**config.mk**
```make
export PLATFORM = sky130hd
export DESIGN_NAME = cisc_cfg_regs
export DESIGN_NICKNAME = d
export VERILOG_FILES = /design/src/design/cisc_pkg.sv /design/src/design/cisc_cfg_regs.sv
export SDC_FILE = /design/constraint.sdc
export NUM_CORES = 1
export LEC_CHECK = 0
export BUFFER_PORTS_ARGS = -buffer_cell sky130_fd_sc_hd__buf_4
export CAP_MARGIN = 10
export CORE_ASPECT_RATIO = 0.8
export CORE_UTILIZATION = 52
export DETAILED_ROUTE_END_ITERATION = 12
export GPL_TIMING_DRIVEN = 0
export PLACE_DENSITY = 0.8
export SETUP_SLACK_MARGIN = 0.3
export SLEW_MARGIN = 30
export SYNTH_ARGS = -nofsm -noshare
export SYNTH_HDL_FRONTEND = slang
export SYNTH_SLANG_ARGS = --single-unit
```
**constraint.sdc**
```tcl
create_clock -name clk -period 1.6 [get_ports clk]
set_input_delay 0.08 -clock clk [delete_from_list [all_inputs] [get_ports clk]]
set_output_delay 0.08 -clock clk [all_outputs]
set_load 0.01 [all_outputs]
```
**src/design/cisc_pkg.sv**
```systemverilog
// Shared types, constants, arithmetic helpers and the microcode ROM for the
// console input stage colorer. No dependencies; every other file imports this.
package cisc_pkg;

	// Widths
	localparam int SAMPLE_W       = 24;
	localparam int COEF_FRAC_BITS = 28;
	localparam int CFG_ADDR_W     = 5;
	localparam int PC_W           = 6;
	localparam int MA_W           = 33;
	localparam int MB_W           = 32;
	localparam int PROD_W         = MA_W + MB_W;
	localparam int ACC_W          = 68;

	// Highpass amounts (Q0.32) and soft-saturation gain (0.1768 in Q0.32)
	localparam logic signed [MB_W-1:0] HPF_FRONT_AMT = 32'sd7992363;
	localparam logic signed [MB_W-1:0] HPF_BACK_AMT  = 32'sd1234786;
	localparam logic signed [MB_W-1:0] SOFT_K        = 32'sd759350218;
	localparam logic signed [24:0]     ONE_Q23       = 25'sd8388608;

	// Register reset values
	localparam logic [22:0]        RST_TRIM   = 23'd65536;
	localparam logic [16:0]        RST_PAD    = 17'd65536;
	localparam logic signed [30:0] RST_LPA_B0 = 31'sd175771537;
	localparam logic signed [30:0] RST_LPA_A1 = 31'sd336161721;
	localparam logic signed [30:0] RST_LPA_A2 = 31'sd98381594;
	localparam logic signed [30:0] RST_LPB_B0 = 31'sd219311768;
	localparam logic signed [30:0] RST_LPB_A1 = 31'sd419484087;
	localparam logic signed [30:0] RST_LPB_A2 = 31'sd189327528;

	typedef enum logic [2:0] {
		REG_TRIM   = 3'd0,
		REG_PAD    = 3'd1,
		REG_LPA_B0 = 3'd2,
		REG_LPA_A1 = 3'd3,
		REG_LPA_A2 = 3'd4,
		REG_LPB_B0 = 3'd5,
		REG_LPB_A1 = 3'd6,
		REG_LPB_A2 = 3'd7
	} cfg_idx_t;

	typedef struct packed {
		logic [22:0]        in_trim_gain;
		logic [16:0]        out_pad_gain;
		logic signed [30:0] lp_a_b0;
		logic signed [30:0] lp_a_a1;
		logic signed [30:0] lp_a_a2;
		logic signed [30:0] lp_b_b0;
		logic signed [30:0] lp_b_a1;
		logic signed [30:0] lp_b_a2;
	} cfg_t;

	// Microcode fields
	typedef enum logic [1:0] {
		SQ_NEXT,
		SQ_WAIT_IN,
		SQ_WAIT_OUT,
		SQ_GOTO
	} seq_t;

	typedef enum logic [3:0] {
		MA_NONE, MA_DHI, MA_DLO, MA_T,
		MA_AX1, MA_AX2, MA_AY1, MA_AY2,
		MA_BX1, MA_BX2, MA_BY1, MA_BY2,
		MA_Y, MA_P
	} ma_t;

	typedef enum logic [3:0] {
		MB_NONE, MB_HPF, MB_HPB, MB_TRIM, MB_PAD,
		MB_AB0, MB_AA1, MB_AA2, MB_BB0, MB_BA1, MB_BA2,
		MB_Y, MB_P, MB_SOFTK
	} mb_t;

	typedef enum logic [2:0] {
		ACC_HOLD, ACC_LD, ACC_LD_SH24, ACC_ADD,
		ACC_LD_R2, ACC_ADD_R2, ACC_ADD_R1, ACC_SUB_R2
	} acc_t;

	typedef enum logic [3:0] {
		WB_NONE, WB_D_FRONT, WB_AVGF, WB_T_HP16, WB_TRIM, WB_BQA,
		WB_P, WB_SOFT, WB_BQB, WB_D_BACK, WB_AVGB, WB_T_HP8
	} wb_t;

	typedef struct packed {
		seq_t            seq;
		logic [PC_W-1:0] tgt;
		ma_t             ma;
		mb_t             mb;
		acc_t            acc;
		wb_t             wb;
	} ctrl_t;

	typedef struct packed {
		logic in_fire;
		logic out_load;
	} hs_t;

	localparam logic [PC_W-1:0] STEP_IN = 6'd0;

	// Round half up, arithmetic shift right
	function automatic logic signed [ACC_W-1:0] rshr68(input logic signed [ACC_W-1:0] v,
		input int s);
		return (v + (68'sd1 <<< (s - 1))) >>> s;
	endfunction

	function automatic logic signed [31:0] sat32(input logic signed [ACC_W-1:0] v);
		logic signed [31:0] r;
		if (v > 68'sd2147483647)
			r = 32'sh7FFF_FFFF;
		else if (v < -68'sd2147483648)
			r = 32'sh8000_0000;
		else
			r = v[31:0];
		return r;
	endfunction

	function automatic logic signed [23:0] sat24(input logic signed [ACC_W-1:0] v);
		logic signed [23:0] r;
		if (v > 68'sd8388607)
			r = 24'sh7F_FFFF;
		else if (v < -68'sd8388608)
			r = 24'sh80_0000;
		else
			r = v[23:0];
		return r;
	endfunction

	function automatic ctrl_t mk(input seq_t s, input logic [PC_W-1:0] t, input ma_t a,
		input mb_t b, input acc_t c, input wb_t w);
		ctrl_t r;
		r.seq = s;
		r.tgt = t;
		r.ma  = a;
		r.mb  = b;
		r.acc = c;
		r.wb  = w;
		return r;
	endfunction

	function automatic ctrl_t op(input ma_t a, input mb_t b, input acc_t c, input wb_t w);
		return mk(SQ_NEXT, STEP_IN, a, b, c, w);
	endfunction

	// Program. A multiply issued at a step is registered in the product register
	// and accumulated at the following step; the sum is read back from the accumulator register.
	function automatic ctrl_t ucode(input logic [PC_W-1:0] pc);
		ctrl_t w;
		case (pc)
			// front highpass
			6'd0:  w = mk(SQ_WAIT_IN, STEP_IN, MA_NONE, MB_NONE, ACC_HOLD, WB_NONE);
			6'd1:  w = op(MA_NONE, MB_NONE, ACC_HOLD,    WB_D_FRONT);
			6'd2:  w = op(MA_DHI,  MB_HPF,  ACC_HOLD,    WB_NONE);
			6'd3:  w = op(MA_DLO,  MB_HPF,  ACC_LD_SH24, WB_NONE);
			6'd4:  w = op(MA_NONE, MB_NONE, ACC_ADD,     WB_NONE);
			6'd5:  w = op(MA_NONE, MB_NONE, ACC_HOLD,    WB_AVGF);
			6'd6:  w = op(MA_NONE, MB_NONE, ACC_HOLD,    WB_D_FRONT);
			6'd7:  w = op(MA_NONE, MB_NONE, ACC_HOLD,    WB_T_HP16);
			// trim
			6'd8:  w = op(MA_T,    MB_TRIM, ACC_HOLD,    WB_NONE);
			6'd9:  w = op(MA_NONE, MB_NONE, ACC_LD,      WB_NONE);
			6'd10: w = op(MA_NONE, MB_NONE, ACC_HOLD,    WB_TRIM);
			// lowpass A and clip
			6'd11: w = op(MA_T,    MB_AB0,  ACC_HOLD,    WB_NONE);
			6'd12: w = op(MA_AX1,  MB_AB0,  ACC_LD_R2,   WB_NONE);
			6'd13: w = op(MA_AX2,  MB_AB0,  ACC_ADD_R1,  WB_NONE);
			6'd14: w = op(MA_AY1,  MB_AA1,  ACC_ADD_R2,  WB_NONE);
			6'd15: w = op(MA_AY2,  MB_AA2,  ACC_SUB_R2,  WB_NONE);
			6'd16: w = op(MA_NONE, MB_NONE, ACC_SUB_R2,  WB_NONE);
			6'd17: w = op(MA_NONE, MB_NONE, ACC_HOLD,    WB_BQA);
			// soft saturation
			6'd18: w = op(MA_Y,    MB_Y,    ACC_HOLD,    WB_NONE);
			6'd19: w = op(MA_NONE, MB_NONE, ACC_LD,      WB_NONE);
			6'd20: w = op(MA_NONE, MB_NONE, ACC_HOLD,    WB_P);
			6'd21: w = op(MA_P,    MB_P,    ACC_HOLD,    WB_NONE);
			6'd22: w = op(MA_NONE, MB_NONE, ACC_LD,      WB_NONE);
			6'd23: w = op(MA_NONE, MB_NONE, ACC_HOLD,    WB_P);
			6'd24: w = op(MA_P,    MB_Y,    ACC_HOLD,    WB_NONE);
			6'd25: w = op(MA_NONE, MB_NONE, ACC_LD,      WB_NONE);
			6'd26: w = op(MA_NONE, MB_NONE, ACC_HOLD,    WB_P);
			6'd27: w = op(MA_P,    MB_SOFTK, ACC_HOLD,   WB_NONE);
			6'd28: w = op(MA_NONE, MB_NONE, ACC_LD,      WB_NONE);
			6'd29: w = op(MA_NONE, MB_NONE, ACC_HOLD,    WB_SOFT);
			// lowpass B
			6'd30: w = op(MA_T,    MB_BB0,  ACC_HOLD,    WB_NONE);
			6'd31: w = op(MA_BX1,  MB_BB0,  ACC_LD_R2,   WB_NONE);
			6'd32: w = op(MA_BX2,  MB_BB0,  ACC_ADD_R1,  WB_NONE);
			6'd33: w = op(MA_BY1,  MB_BA1,  ACC_ADD_R2,  WB_NONE);
			6'd34: w = op(MA_BY2,  MB_BA2,  ACC_SUB_R2,  WB_NONE);
			6'd35: w = op(MA_NONE, MB_NONE, ACC_SUB_R2,  WB_NONE);
			6'd36: w = op(MA_NONE, MB_NONE, ACC_HOLD,    WB_BQB);
			// back highpass
			6'd37: w = op(MA_NONE, MB_NONE, ACC_HOLD,    WB_D_BACK);
			6'd38: w = op(MA_DHI,  MB_HPB,  ACC_HOLD,    WB_NONE);
			6'd39: w = op(MA_DLO,  MB_HPB,  ACC_LD_SH24, WB_NONE);
			6'd40: w = op(MA_NONE, MB_NONE, ACC_ADD,     WB_NONE);
			6'd41: w = op(MA_NONE, MB_NONE, ACC_HOLD,    WB_AVGB);
			6'd42: w = op(MA_NONE, MB_NONE, ACC_HOLD,    WB_D_BACK);
			6'd43: w = op(MA_NONE, MB_NONE, ACC_HOLD,    WB_T_HP8);
			// pad, then hand over to the output register
			6'd44: w = op(MA_T,    MB_PAD,  ACC_HOLD,    WB_NONE);
			6'd45: w = op(MA_NONE, MB_NONE, ACC_LD,      WB_NONE);
			6'd46: w = mk(SQ_WAIT_OUT, STEP_IN, MA_NONE, MB_NONE, ACC_HOLD, WB_NONE);
			default: w = mk(SQ_GOTO, STEP_IN, MA_NONE, MB_NONE, ACC_HOLD, WB_NONE);
		endcase
		return w;
	endfunction

endpackage

```
**src/design/cisc_cfg_regs.sv**
```systemverilog
// Configuration register bank with an APB-style write/read port.
// Depends on cisc_pkg for the register layout and reset values.
module cisc_cfg_regs (
	input  logic                         clk,
	input  logic                         arst_n,
	input  logic                         psel,
	input  logic                         penable,
	input  logic                         pwrite,
	input  logic [cisc_pkg::CFG_ADDR_W-1:0] paddr,
	input  logic [31:0]                  pwdata,
	output logic [31:0]                  prdata,
	output logic                         pready,
	output cisc_pkg::cfg_t               cfg
);
	import cisc_pkg::*;

	cfg_t     cfg_q;
	cfg_idx_t idx;
	logic     wr_en;

	assign pready = 1'b1;
	assign idx    = cfg_idx_t'(paddr[CFG_ADDR_W-1:2]);
	assign wr_en  = psel & penable & pwrite & pready;
	assign cfg    = cfg_q;

	always_ff @(posedge clk or negedge arst_n) begin
		if (!arst_n) begin
			cfg_q.in_trim_gain <= RST_TRIM;
			cfg_q.out_pad_gain <= RST_PAD;
			cfg_q.lp_a_b0      <= RST_LPA_B0;
			cfg_q.lp_a_a1      <= RST_LPA_A1;
			cfg_q.lp_a_a2      <= RST_LPA_A2;
			cfg_q.lp_b_b0      <= RST_LPB_B0;
			cfg_q.lp_b_a1      <= RST_LPB_A1;
			cfg_q.lp_b_a2      <= RST_LPB_A2;
		end else if (wr_en) begin
			case (idx)
				REG_TRIM:   cfg_q.in_trim_gain <= pwdata[22:0];
				REG_PAD:    cfg_q.out_pad_gain <= pwdata[16:0];
				REG_LPA_B0: cfg_q.lp_a_b0      <= pwdata[30:0];
				REG_LPA_A1: cfg_q.lp_a_a1      <= pwdata[30:0];
				REG_LPA_A2: cfg_q.lp_a_a2      <= pwdata[30:0];
				REG_LPB_B0: cfg_q.lp_b_b0      <= pwdata[30:0];
				REG_LPB_A1: cfg_q.lp_b_a1      <= pwdata[30:0];
				REG_LPB_A2: cfg_q.lp_b_a2      <= pwdata[30:0];
				default: ;
			endcase
		end
	end

	always_comb begin
		case (idx)
			REG_TRIM:   prdata = {9'd0, cfg_q.in_trim_gain};
			REG_PAD:    prdata = {15'd0, cfg_q.out_pad_gain};
			REG_LPA_B0: prdata = {1'b0, cfg_q.lp_a_b0};
			REG_LPA_A1: prdata = {1'b0, cfg_q.lp_a_a1};
			REG_LPA_A2: prdata = {1'b0, cfg_q.lp_a_a2};
			REG_LPB_B0: prdata = {1'b0, cfg_q.lp_b_b0};
			REG_LPB_A1: prdata = {1'b0, cfg_q.lp_b_a1};
			REG_LPB_A2: prdata = {1'b0, cfg_q.lp_b_a2};
			default:    prdata = 32'd0;
		endcase
	end

endmodule

```
==> metrics <==
Final setup viols=31; Pint=0.01377 W; Mapped Area=approximately 10000 um2; Routed WL per cell=~25 um; 1st-iter DRT viols=469; fin cells=between 1000 and 1500; vias in the first global route=between 8000 and 9000; Skew-Pair Late Insertion Delay=0.51 ns; # rows=45; syn nets=780; HP Class=input port to async pin; CP Data Arrival Time=approximately 1.8 ns; GRT overflow=0; initial antenna violation count=0; Final Hold Vio Count=87; failing checks=negative hold slack, negative setup slack; Root Driver=clkbuf_16; switching pwr=0.005830 W; first drt pass iteration count=5; CTS Buf Count=23; Synth Area in Adders=0%; largest family of logic cells by synthesized area=multiplexers; ant diodes=0; CTS tree=done; Placement Setup Slack=-0.3715 ns; Slew headroom=55.59%; Pwr Density=approximately 1300 nW/um2; vias post-DR=roughly 8400; Remaining DRCs=0; Critical Path RT=between 1.5 and 2 ns; Layout Skew=0 ns; H-tree depth=1; Sw Ratio=around 30%; crit end category=output port; clock slew at reported path FFs=0.06 ns; Combinational Power Share=between 30 and 40%; Global Route Usage Sum=about a third; Yosys cell types=39; FF+latch count, synth=around 230; Pwr Total=0.01960 W; post-synthesis simple-gate area fraction=under 10%; complex-gate fraction of the synthesized area=slightly above 6%; layout cells sized above 1=68.38%; Seq pwr share=a little over two fifths; setup TNS=-4.115 ns; Post-synth EDFFs=0; Post-synth ARST share=100.0%; VDD IR max=~830 uV; Vias/cell=roughly 5.9; Core ar.=19260 um2; placed instance area=about 13000 um2; R2R setup slack=0.56 ns; largest net degree at the start of global routing=around 90; Ports=between 300 and 400; post-synthesis cell count=738; share of the synthesized area in the top cell type=between 30% and 40%; mux contribution to synthesized area=roughly a third; die area=just over 20000 um2; port buffer count=293; Largest register FFs=226; Synth-to-Final Area Change=44.54%; YS warnings=0; RSZ-0062 raised after global routing=yes; routed wire length=35880 um; post-route clock period utilization=116.3%; Worst-Margin Slew=between 0.6 and 0.7 ns; Mean Syn Cell Area=roughly 14 um2; Initial Utilization=53.89%; CTS sink cnt=~230; DP Wirelength=roughly 23000 um; CTS Buffer Depth=3; Pleak=7.121 nW; Max-Cap Viols=0; fmax=0.5373 GHz; Post-DRT Antenna Nets=0; Die W=around 160 um; WS Path Type=flip-flop to output port; final critical-path required period=1.861 ns; GP Congestion=0.8737; top cell type by total area after synthesis=dfrtp_1; Slew Limit Fails=0; hold slack=-0.4663 ns; Post-Synth XOR/XNOR Area=0%; CP Max Fanout=2; Placed Cells=about 1300; Die H=about 130 um; CP Launch Type=flip-flop; Main synth FF type=dfrtp_1; first-pass GRT wire length=approximately 52000 um; Worst Slack Setup Final=-0.2610 ns; number of fill cells=about 1200; status=finished, violations left; Final nets=about 1200; sequential area share after synthesis=55.51%; Final Instance Area=around 15000 um2; top post-synthesis cells by area=dfrtp_1 (34%), mux2_2 (25%), dfstp_2 (21%); clock power share=between 20% and 30%; Hold Buf Count CTS=31
cell usage after synthesis, types with 3 or more instances:
| cell | n |
|---|---|
| mux2_2 | 227 |
| dfrtp_1 | 142 |
| dfstp_2 | 84 |
| mux2i_1 | 68 |
| nor2_1 | 37 |
| buf_2 | 32 |
| o22a_1 | 18 |
| o22ai_1 | 18 |
| a211oi_1 | 17 |
| nand2_1 | 13 |
| a21oi_1 | 11 |
| clkbuf_1 | 9 |
| o21ai_0 | 8 |
| buf_6 | 6 |
| buf_4 | 4 |
| mux4_2 | 4 |
| o221ai_1 | 4 |
| a22oi_1 | 3 |
| a32o_1 | 3 |
| nand2b_1 | 3 |
| nor2b_1 | 3 |
| o32a_1 | 3 |
worst max-delay path: stages (launching register included):
cell     delay (ns)
dfstp_2        0.53
mux2i_1        0.06
o21ai_1        0.14
nand2_1        0.10
a41oi_2        0.25
buf_4          0.17
what timing repair did:
item / CTS / global route
setup endpoints to repair: 41 / 75
pin swaps: 40 / 20
buffers inserted: 43 / 18
endpoints found under the hold margin: 313 / 57
gates resized for setup: 67 / 75
logic make-up (layout without fill, tap and decap cells):
| group | after synthesis | count (layout) |
|---|---|---|
| AO/OA/AOI/OAI | 88 | 88 |
| AND/OR/NAND/NOR | 66 | 66 |
| other | 2 | 2 |
| flip-flops | 226 | 226 |
| buffers and inverters | 55 | 484 |
| multiplexers | 301 | 301 |
cells in the final DEF, fill, tap and decap left out, types with 4 or more instances in the layout:
master and count:
buf_4 296, mux2_2 224, dfrtp_1 142, dfstp_2 84, buf_6 75, mux2i_1 61, nor2_1 35, dlygate4sd3_1 31
clkbuf_16 23, buf_2 19, o22ai_1 18, o22a_1 18, a211oi_2 15, nand2_1 12, a21oi_1 9, clkbuf_1 8
clkbuf_2 7, mux2i_2 7, clkbuf_8 7, clkbuf_4 6, o21ai_1 5, mux4_2 4, mux2_4 4
final timing paths:
| kind | startpoint | to | cells past startpoint |
|---|---|---|---|
| max | cfg[177] | prdata[22] | 5 |
| min in group clk | paddr[3] | cfg[30] | 4 |
| max reg2reg | cfg[56] | cfg[56] | 3 |
| min | arst_n | cfg[120] | 1 |
| min reg2reg | cfg[185] | cfg[185] | 1 |
| max in group asynchronous | arst_n | cfg[102] | 3 |
cell type report:
class | count | area (um2) | share of cell area [%]
clock buffers | 37 | 698.2 | 4.655
inverters | 3 | 23.77 | 0.1585
multi-input cells | 457 | 4494 | 29.96
repair buffers | 387 | 3289 | 21.93
clock inverters | 5 | 53.80 | 0.3587
well taps | 258 | 322.8 | 2.152
plain buffers | 52 | 356.6 | 2.377
flip-flops and latches | 226 | 5761 | 38.41
routing by layer:
layer | global-route usage, % | up-vias | wire [um] | part of all wire, %
met5 | 0 | - | 0 | 0
met4 | 13.56 | 0 | 1566 | 4.4
met3 | 5.738 | 105 | 2354 | 6.6
met2 | 54.12 | 417 | 16900 | 47
met1 | 46.13 | 4379 | 15070 | 42
li1 | - | 3540 | - | -
power by group through the flow:
| stage | Sequential [W] | Combinational [W] | Clock (W) |
|---|---|---|---|
| after floorplan | 0.00851 | 0.00178 | 0 |
| after global placement | 0.00814 | 0.00490 | 0 |
| after detailed placement | 0.00819 | 0.00503 | 0 |
| after CTS | 0.00804 | 0.00566 | 0.00540 |
| after global routing | 0.00826 | 0.00638 | 0.00566 |
| final | 0.00815 | 0.00606 | 0.00539 |
per-stage QoR:
stage,hold slack (ns),util [%]
floorplan,-0.2156,-
global placement,0.3473,67.13
detailed placement,0.1207,67.46
CTS,-0.4140,75.77
global route,-0.3938,77.89
finish,-0.4663,77.89
No activity file was read; power rests on OpenSTA's default activity.
