### src/design/cisc_pkg.sv
// Shared types, constants, arithmetic helpers and the microcode ROM for the
// console input stage colorer. No dependencies; every other file imports this.
package cisc_pkg;

	// Widths
	localparam int SAMPLE_W       = 24;
	localparam int COEF_FRAC_BITS = 28;
	localparam int CFG_ADDR_W     = 5;
	localparam int PC_W           = 6;
	localparam int MA_W           = 33;
	localparam int MB_W           = 32;
	localparam int PROD_W         = MA_W + MB_W;
	localparam int ACC_W          = 68;

	// Highpass amounts (Q0.32) and soft-saturation gain (0.1768 in Q0.32)
	localparam logic signed [MB_W-1:0] HPF_FRONT_AMT = 32'sd7992363;
	localparam logic signed [MB_W-1:0] HPF_BACK_AMT  = 32'sd1234786;
	localparam logic signed [MB_W-1:0] SOFT_K        = 32'sd759350218;
	localparam logic signed [24:0]     ONE_Q23       = 25'sd8388608;

	// Register reset values
	localparam logic [22:0]        RST_TRIM   = 23'd65536;
	localparam logic [16:0]        RST_PAD    = 17'd65536;
	localparam logic signed [30:0] RST_LPA_B0 = 31'sd175771537;
	localparam logic signed [30:0] RST_LPA_A1 = 31'sd336161721;
	localparam logic signed [30:0] RST_LPA_A2 = 31'sd98381594;
	localparam logic signed [30:0] RST_LPB_B0 = 31'sd219311768;
	localparam logic signed [30:0] RST_LPB_A1 = 31'sd419484087;
	localparam logic signed [30:0] RST_LPB_A2 = 31'sd189327528;

	typedef enum logic [2:0] {
		REG_TRIM   = 3'd0,
		REG_PAD    = 3'd1,
		REG_LPA_B0 = 3'd2,
		REG_LPA_A1 = 3'd3,
		REG_LPA_A2 = 3'd4,
		REG_LPB_B0 = 3'd5,
		REG_LPB_A1 = 3'd6,
		REG_LPB_A2 = 3'd7
	} cfg_idx_t;

	typedef struct packed {
		logic [22:0]        in_trim_gain;
		logic [16:0]        out_pad_gain;
		logic signed [30:0] lp_a_b0;
		logic signed [30:0] lp_a_a1;
		logic signed [30:0] lp_a_a2;
		logic signed [30:0] lp_b_b0;
		logic signed [30:0] lp_b_a1;
		logic signed [30:0] lp_b_a2;
	} cfg_t;

	// Microcode fields
	typedef enum logic [1:0] {
		SQ_NEXT,
		SQ_WAIT_IN,
		SQ_WAIT_OUT,
		SQ_GOTO
	} seq_t;

	typedef enum logic [3:0] {
		MA_NONE, MA_DHI, MA_DLO, MA_T,
		MA_AX1, MA_AX2, MA_AY1, MA_AY2,
		MA_BX1, MA_BX2, MA_BY1, MA_BY2,
		MA_Y, MA_P
	} ma_t;

	typedef enum logic [3:0] {
		MB_NONE, MB_HPF, MB_HPB, MB_TRIM, MB_PAD,
		MB_AB0, MB_AA1, MB_AA2, MB_BB0, MB_BA1, MB_BA2,
		MB_Y, MB_P, MB_SOFTK
	} mb_t;

	typedef enum logic [2:0] {
		ACC_HOLD, ACC_LD, ACC_LD_SH24, ACC_ADD,
		ACC_LD_R2, ACC_ADD_R2, ACC_ADD_R1, ACC_SUB_R2
	} acc_t;

	typedef enum logic [3:0] {
		WB_NONE, WB_D_FRONT, WB_AVGF, WB_T_HP16, WB_TRIM, WB_BQA,
		WB_P, WB_SOFT, WB_BQB, WB_D_BACK, WB_AVGB, WB_T_HP8
	} wb_t;

	typedef struct packed {
		seq_t            seq;
		logic [PC_W-1:0] tgt;
		ma_t             ma;
		mb_t             mb;
		acc_t            acc;
		wb_t             wb;
	} ctrl_t;

	typedef struct packed {
		logic in_fire;
		logic out_load;
	} hs_t;

	localparam logic [PC_W-1:0] STEP_IN = 6'd0;

	// Round half up, arithmetic shift right
	function automatic logic signed [ACC_W-1:0] rshr68(input logic signed [ACC_W-1:0] v,
		input int s);
		return (v + (68'sd1 <<< (s - 1))) >>> s;
	endfunction

	function automatic logic signed [31:0] sat32(input logic signed [ACC_W-1:0] v);
		logic signed [31:0] r;
		if (v > 68'sd2147483647)
			r = 32'sh7FFF_FFFF;
		else if (v < -68'sd2147483648)
			r = 32'sh8000_0000;
		else
			r = v[31:0];
		return r;
	endfunction

	function automatic logic signed [23:0] sat24(input logic signed [ACC_W-1:0] v);
		logic signed [23:0] r;
		if (v > 68'sd8388607)
			r = 24'sh7F_FFFF;
		else if (v < -68'sd8388608)
			r = 24'sh80_0000;
		else
			r = v[23:0];
		return r;
	endfunction

	function automatic ctrl_t mk(input seq_t s, input logic [PC_W-1:0] t, input ma_t a,
		input mb_t b, input acc_t c, input wb_t w);
		ctrl_t r;
		r.seq = s;
		r.tgt = t;
		r.ma  = a;
		r.mb  = b;
		r.acc = c;
		r.wb  = w;
		return r;
	endfunction

	function automatic ctrl_t op(input ma_t a, input mb_t b, input acc_t c, input wb_t w);
		return mk(SQ_NEXT, STEP_IN, a, b, c, w);
	endfunction

	// Program. A multiply issued at a step is registered in the product register
	// and accumulated at the following step; the sum is read back from the accumulator register.
	function automatic ctrl_t ucode(input logic [PC_W-1:0] pc);
		ctrl_t w;
		case (pc)
			// front highpass
			6'd0:  w = mk(SQ_WAIT_IN, STEP_IN, MA_NONE, MB_NONE, ACC_HOLD, WB_NONE);
			6'd1:  w = op(MA_NONE, MB_NONE, ACC_HOLD,    WB_D_FRONT);
			6'd2:  w = op(MA_DHI,  MB_HPF,  ACC_HOLD,    WB_NONE);
			6'd3:  w = op(MA_DLO,  MB_HPF,  ACC_LD_SH24, WB_NONE);
			6'd4:  w = op(MA_NONE, MB_NONE, ACC_ADD,     WB_NONE);
			6'd5:  w = op(MA_NONE, MB_NONE, ACC_HOLD,    WB_AVGF);
			6'd6:  w = op(MA_NONE, MB_NONE, ACC_HOLD,    WB_D_FRONT);
			6'd7:  w = op(MA_NONE, MB_NONE, ACC_HOLD,    WB_T_HP16);
			// trim
			6'd8:  w = op(MA_T,    MB_TRIM, ACC_HOLD,    WB_NONE);
			6'd9:  w = op(MA_NONE, MB_NONE, ACC_LD,      WB_NONE);
			6'd10: w = op(MA_NONE, MB_NONE, ACC_HOLD,    WB_TRIM);
			// lowpass A and clip
			6'd11: w = op(MA_T,    MB_AB0,  ACC_HOLD,    WB_NONE);
			6'd12: w = op(MA_AX1,  MB_AB0,  ACC_LD_R2,   WB_NONE);
			6'd13: w = op(MA_AX2,  MB_AB0,  ACC_ADD_R1,  WB_NONE);
			6'd14: w = op(MA_AY1,  MB_AA1,  ACC_ADD_R2,  WB_NONE);
			6'd15: w = op(MA_AY2,  MB_AA2,  ACC_SUB_R2,  WB_NONE);
			6'd16: w = op(MA_NONE, MB_NONE, ACC_SUB_R2,  WB_NONE);
			6'd17: w = op(MA_NONE, MB_NONE, ACC_HOLD,    WB_BQA);
			// soft saturation
			6'd18: w = op(MA_Y,    MB_Y,    ACC_HOLD,    WB_NONE);
			6'd19: w = op(MA_NONE, MB_NONE, ACC_LD,      WB_NONE);
			6'd20: w = op(MA_NONE, MB_NONE, ACC_HOLD,    WB_P);
			6'd21: w = op(MA_P,    MB_P,    ACC_HOLD,    WB_NONE);
			6'd22: w = op(MA_NONE, MB_NONE, ACC_LD,      WB_NONE);
			6'd23: w = op(MA_NONE, MB_NONE, ACC_HOLD,    WB_P);
			6'd24: w = op(MA_P,    MB_Y,    ACC_HOLD,    WB_NONE);
			6'd25: w = op(MA_NONE, MB_NONE, ACC_LD,      WB_NONE);
			6'd26: w = op(MA_NONE, MB_NONE, ACC_HOLD,    WB_P);
			6'd27: w = op(MA_P,    MB_SOFTK, ACC_HOLD,   WB_NONE);
			6'd28: w = op(MA_NONE, MB_NONE, ACC_LD,      WB_NONE);
			6'd29: w = op(MA_NONE, MB_NONE, ACC_HOLD,    WB_SOFT);
			// lowpass B
			6'd30: w = op(MA_T,    MB_BB0,  ACC_HOLD,    WB_NONE);
			6'd31: w = op(MA_BX1,  MB_BB0,  ACC_LD_R2,   WB_NONE);
			6'd32: w = op(MA_BX2,  MB_BB0,  ACC_ADD_R1,  WB_NONE);
			6'd33: w = op(MA_BY1,  MB_BA1,  ACC_ADD_R2,  WB_NONE);
			6'd34: w = op(MA_BY2,  MB_BA2,  ACC_SUB_R2,  WB_NONE);
			6'd35: w = op(MA_NONE, MB_NONE, ACC_SUB_R2,  WB_NONE);
			6'd36: w = op(MA_NONE, MB_NONE, ACC_HOLD,    WB_BQB);
			// back highpass
			6'd37: w = op(MA_NONE, MB_NONE, ACC_HOLD,    WB_D_BACK);
			6'd38: w = op(MA_DHI,  MB_HPB,  ACC_HOLD,    WB_NONE);
			6'd39: w = op(MA_DLO,  MB_HPB,  ACC_LD_SH24, WB_NONE);
			6'd40: w = op(MA_NONE, MB_NONE, ACC_ADD,     WB_NONE);
			6'd41: w = op(MA_NONE, MB_NONE, ACC_HOLD,    WB_AVGB);
			6'd42: w = op(MA_NONE, MB_NONE, ACC_HOLD,    WB_D_BACK);
			6'd43: w = op(MA_NONE, MB_NONE, ACC_HOLD,    WB_T_HP8);
			// pad, then hand over to the output register
			6'd44: w = op(MA_T,    MB_PAD,  ACC_HOLD,    WB_NONE);
			6'd45: w = op(MA_NONE, MB_NONE, ACC_LD,      WB_NONE);
			6'd46: w = mk(SQ_WAIT_OUT, STEP_IN, MA_NONE, MB_NONE, ACC_HOLD, WB_NONE);
			default: w = mk(SQ_GOTO, STEP_IN, MA_NONE, MB_NONE, ACC_HOLD, WB_NONE);
		endcase
		return w;
	endfunction

endpackage

### src/design/cisc_useq.sv
// Microcode sequencer: step counter, conditional jumps and registered control word.
// Depends on cisc_pkg for the control word layout and the program ROM.
module cisc_useq (
	input  logic            clk,
	input  logic            arst_n,
	input  logic            in_valid,
	input  logic            out_free,
	output logic            in_ready,
	output cisc_pkg::ctrl_t cw,
	output cisc_pkg::hs_t   hs
);
	import cisc_pkg::*;

	logic [PC_W-1:0] pc_q;
	logic [PC_W-1:0] pc_d;
	ctrl_t           cw_q;

	assign cw          = cw_q;
	assign in_ready    = (cw_q.seq == SQ_WAIT_IN);
	assign hs.in_fire  = (cw_q.seq == SQ_WAIT_IN) && in_valid;
	assign hs.out_load = (cw_q.seq == SQ_WAIT_OUT) && out_free;

	always_comb begin
		case (cw_q.seq)
			SQ_NEXT:     pc_d = pc_q + 1'b1;
			SQ_WAIT_IN:  pc_d = in_valid ? pc_q + 1'b1 : cw_q.tgt;
			SQ_WAIT_OUT: pc_d = out_free ? cw_q.tgt : pc_q;
			SQ_GOTO:     pc_d = cw_q.tgt;
			default:     pc_d = STEP_IN;
		endcase
	end

	// control word is fetched from the next step's address so the datapath sees it registered
	always_ff @(posedge clk or negedge arst_n) begin
		if (!arst_n) begin
			pc_q <= STEP_IN;
			cw_q <= ucode(STEP_IN);
		end else begin
			pc_q <= pc_d;
			cw_q <= ucode(pc_d);
		end
	end

endmodule

### config.mk
export PLATFORM = sky130hd
export DESIGN_NAME = cisc_useq
export DESIGN_NICKNAME = d
export VERILOG_FILES = /design/src/design/cisc_pkg.sv /design/src/design/cisc_useq.sv
export SDC_FILE = /design/constraint.sdc
export NUM_CORES = 1
export LEC_CHECK = 0
export BUFFER_PORTS_ARGS = -buffer_cell sky130_fd_sc_hd__buf_4
export CORE_MARGIN = 5
export CORE_UTILIZATION = 55
export DETAILED_ROUTE_END_ITERATION = 8
export PLACE_DENSITY = 0.79
export SYNTH_ARGS = -nofsm -noshare
export SYNTH_HDL_FRONTEND = slang
export SYNTH_SLANG_ARGS = --single-unit
### constraint.sdc
create_clock -name clk -period 2.9 [get_ports clk]
set_input_delay 0.87 -clock clk [delete_from_list [all_inputs] [get_ports clk]]
set_output_delay 0.87 -clock clk [all_outputs]
set_load 0.05 [all_outputs]
==> metrics.txt <==
# TYPE chip_impl_metric gauge
chip_impl_info{name="run_status",value="finished clean"} 1
chip_impl_metric{name="report.final.hold_viol_count",unit=""} 0
chip_impl_metric{name="avgViaCountPerCell",unit=""} 6.08
chip_impl_metric{name="max-cap-violations",unit=""} 0
chip_impl_metric{name="netlist_area",unit="mm2"} 0.00172
chip_impl_metric{name="wl_per_cell",unit="um"} 17.5
chip_impl_info{name="min_path_type",value="input port to asynchronous set/reset pin"} 1
chip_impl_metric{name="drc",unit=""} 0
chip_impl_metric{name="grt_pass1_wl",unit="mm"} 7.78
chip_impl_metric{name="worst_ep_required_time",unit="ps"} 3160
chip_impl_metric{name="finalCriticalPeriod",unit="ps"} 2560
chip_impl_metric{name="globalRouteTotalUtil",unit="%"} 23.7
chip_impl_metric{name="worstPathArrival",unit="ps"} 2820
chip_impl_metric{name="num_vias",unit=""} 1648
chip_impl_info{name="crit_path_start_kind",value="input port"} 1
chip_impl_metric{name="drt_first_pass_iters",unit=""} 7
chip_impl_metric{name="fp.coreArea",unit="mm2"} 0.00303
chip_impl_metric{name="yosysUniqueCellTypes",unit=""} 56
chip_impl_metric{name="nNetsFinal",unit=""} 241
chip_impl_metric{name="fp.dieArea",unit="mm2"} 0.00435
chip_impl_metric{name="cts.reportedPaths.clkPinSlew",unit="ps"} 140
chip_impl_metric{name="grt_max_degree",unit=""} 24
chip_impl_metric{name="clock_sink_count",unit=""} 23
chip_impl_metric{name="vias_in_the_first_global_route",unit=""} 1522
chip_impl_metric{name="cts_inserted_buffers",unit=""} 3
chip_impl_metric{name="floorplan.die.width",unit="um"} 65.9
chip_impl_info{name="most-common-layout-cells",value="sky130_fd_sc_hd__buf_4 (34), sky130_fd_sc_hd__nand2_1 (26), sky130_fd_sc_hd__dfrtp_1 (22)"} 1
chip_impl_metric{name="synth_warnings",unit=""} 0
chip_impl_metric{name="hpwl",unit="mm"} 3.48
chip_impl_metric{name="syn_inst",unit=""} 200
chip_impl_metric{name="asyncSetResetFlopFracSynth",unit="%"} 100
chip_impl_metric{name="num_antenna_cells",unit=""} 0
chip_impl_metric{name="seq_area_frac_synth",unit="%"} 33.5
chip_impl_metric{name="period_share",unit="%"} 88.4
chip_impl_metric{name="antenna_left",unit=""} 0
chip_impl_metric{name="final-max-slew-violation-count",unit=""} 0
chip_impl_metric{name="floorplan.rows",unit=""} 20
chip_impl_metric{name="cts_post_setup_buffers_inserted",unit=""} 0
chip_impl_metric{name="globalRouteOverflowTotal",unit=""} 0
chip_impl_metric{name="setup_viol_count_final",unit=""} 0
chip_impl_metric{name="tightestPinTransition",unit="ps"} 468
chip_impl_metric{name="post_cts_hold_buffer_count",unit=""} 0
chip_impl_metric{name="synth-edff-count",unit=""} 0
chip_impl_metric{name="worstSkewPairLatency",unit="ps"} 320
chip_impl_info{name="cts_tree",value="done"} 1
chip_impl_metric{name="buffer_ports.inserted",unit=""} 23
chip_impl_metric{name="ys_seq_elements",unit=""} 23
chip_impl_metric{name="place_congestion",unit=""} 0.993
chip_impl_metric{name="cts_resized",unit=""} 0
chip_impl_metric{name="filler_cells",unit=""} 249
chip_impl_info{name="grt_setup_unrepaired",value="no"} 1
chip_impl_metric{name="num_io_pins",unit=""} 30
chip_impl_metric{name="grt_antenna_before_repair",unit=""} 0
chip_impl_metric{name="drt_iter0_markers",unit=""} 130
chip_impl_metric{name="maxClockFrequency",unit="GHz"} 0.390
chip_impl_metric{name="setup_skew_after_layout",unit="ps"} 11.5
chip_impl_metric{name="flow.area_growth_from_synthesis",unit="%"} 14.9
chip_impl_metric{name="max-slew-margin-rel",unit="%"} 68.0
chip_impl_metric{name="final_layout_size_suffix_gt1_share",unit="%"} 24.2
chip_impl_info{name="final_common_cell",value="sky130_fd_sc_hd__buf_4"} 1
chip_impl_info{name="clock-root-buffer",value="sky130_fd_sc_hd__clkbuf_4"} 1
chip_impl_metric{name="syn_area_per_cell",unit="um2"} 8.60
chip_impl_metric{name="finalSetupTns",unit="ps"} 0
chip_impl_info{name="path_class",value="input port to register"} 1
chip_impl_info{name="synth_top_flop_cell",value="sky130_fd_sc_hd__dfrtp_1"} 1
chip_impl_info{name="timing.critical_path.to_type",value="register"} 1
chip_impl_metric{name="critPathMaxFanout",unit=""} 11
chip_impl_metric{name="detailed_route_wl",unit="mm"} 4.74
chip_impl_metric{name="start_util",unit="%"} 56.8
chip_impl_metric{name="clk_path_buf_depth",unit=""} 2
chip_impl_metric{name="die_h",unit="um"} 65.9
chip_impl_metric{name="cts.htree.levels",unit=""} 1
## flip-flops by register name, summed over array words and instances, names as in the netlist
register,cells
pc_q,6
cw,17
## kinds of logic after synthesis
logic type	Yosys count	share of synthesized area, %
AND/OR/NAND/NOR	67	20.5
multiplexers	2	1.16
buffers and inverters	25	8.44
adder cells (fa/ha/maj)	9	6.55
AO/OA/AOI/OAI	70	28.1
flip-flops	23	33.5
other	1	0.218
XOR/XNOR	3	1.53
## area by class of cell
| type | count | area [um2] | share of cell area [%] |
|---|---|---|---|
| repair buffers | 34 | 255 | 12.9 |
| multi-input cells | 157 | 1020 | 51.6 |
| clock buffers | 4 | 26.3 | 1.33 |
| well taps | 44 | 55.1 | 2.78 |
| inverters | 9 | 43.8 | 2.22 |
| flip-flops and latches | 23 | 577 | 29.2 |
## per-stage QoR
step | cells | hold WS (ps) | util [%] | cell area (um2) | setup slack (ps)
2_1_floorplan | 205 | 574 | - | 1740 | 163
3_3_place_gp | 267 | 780 | 64.4 | 1950 | 36.8
3_5_place_dp | 267 | 785 | 64.4 | 1950 | 66.7
4_1_cts | 271 | 418 | 65.3 | 1980 | 392
5_1_grt | 271 | 417 | 65.3 | 1980 | 199
6_report | 271 | 416 | 65.3 | 1980 | 335
## worst paths after layout
| kind | slack [ps] | from | depth (start not counted) | end |
|---|---|---|---|---|
| min in group clk | 850 | pc_q[4] | 2 | pc_q[4] |
| min | 420 | arst_n | 1 | cw[8] |
| max in group asynchronous | 2210 | arst_n | 1 | cw[21] |
| max | 340 | in_valid | 10 | cw[12] |
| max reg2reg | 450 | cw[21] | 9 | cw[12] |
| min reg2reg | 850 | pc_q[4] | 2 | pc_q[4] |
## critical path, cell delays in order
cell	delay, ps
sky130_fd_sc_hd__buf_4	110
sky130_fd_sc_hd__and2b_4	280
sky130_fd_sc_hd__nor2_2	80
sky130_fd_sc_hd__a22oi_2	220
sky130_fd_sc_hd__buf_4	220
sky130_fd_sc_hd__ha_1	430
sky130_fd_sc_hd__nand2_1	130
sky130_fd_sc_hd__and2_1	180
sky130_fd_sc_hd__o22ai_1	130
sky130_fd_sc_hd__a22o_1	160
## per-layer routing
layer / share of wire, % / up-vias / global-route usage (%)
met5: 0 / - / 0
li1: - / 772 / -
met1: 40 / 754 / 32.4
met4: 2.9 / 0 / 11.2
met2: 46 / 108 / 35.7
met3: 11 / 14 / 4.76
## cell usage after synthesis (3+ instances only)
master | count | area share (%)
sky130_fd_sc_hd__ha_1 | 9 | 6.5
sky130_fd_sc_hd__dfrtp_1 | 22 | 32
sky130_fd_sc_hd__inv_1 | 5 | 1.1
sky130_fd_sc_hd__nand3_1 | 8 | 2.3
sky130_fd_sc_hd__clkbuf_1 | 4 | 0.87
sky130_fd_sc_hd__nor3_1 | 7 | 2.0
sky130_fd_sc_hd__a22oi_1 | 3 | 1.3
sky130_fd_sc_hd__nor2_1 | 10 | 2.2
sky130_fd_sc_hd__a211oi_1 | 5 | 2.2
sky130_fd_sc_hd__a31oi_1 | 4 | 1.5
sky130_fd_sc_hd__o21ai_0 | 14 | 4.1
sky130_fd_sc_hd__o21a_1 | 3 | 1.3
sky130_fd_sc_hd__a21oi_1 | 16 | 4.7
sky130_fd_sc_hd__buf_2 | 3 | 0.87
sky130_fd_sc_hd__o22ai_1 | 4 | 1.5
sky130_fd_sc_hd__nand2_1 | 26 | 5.7
sky130_fd_sc_hd__buf_4 | 8 | 3.5
Power is left out: the tool's default activity adds up to more than one toggle a clock period on the data nets, which glitch-free logic cannot reach.
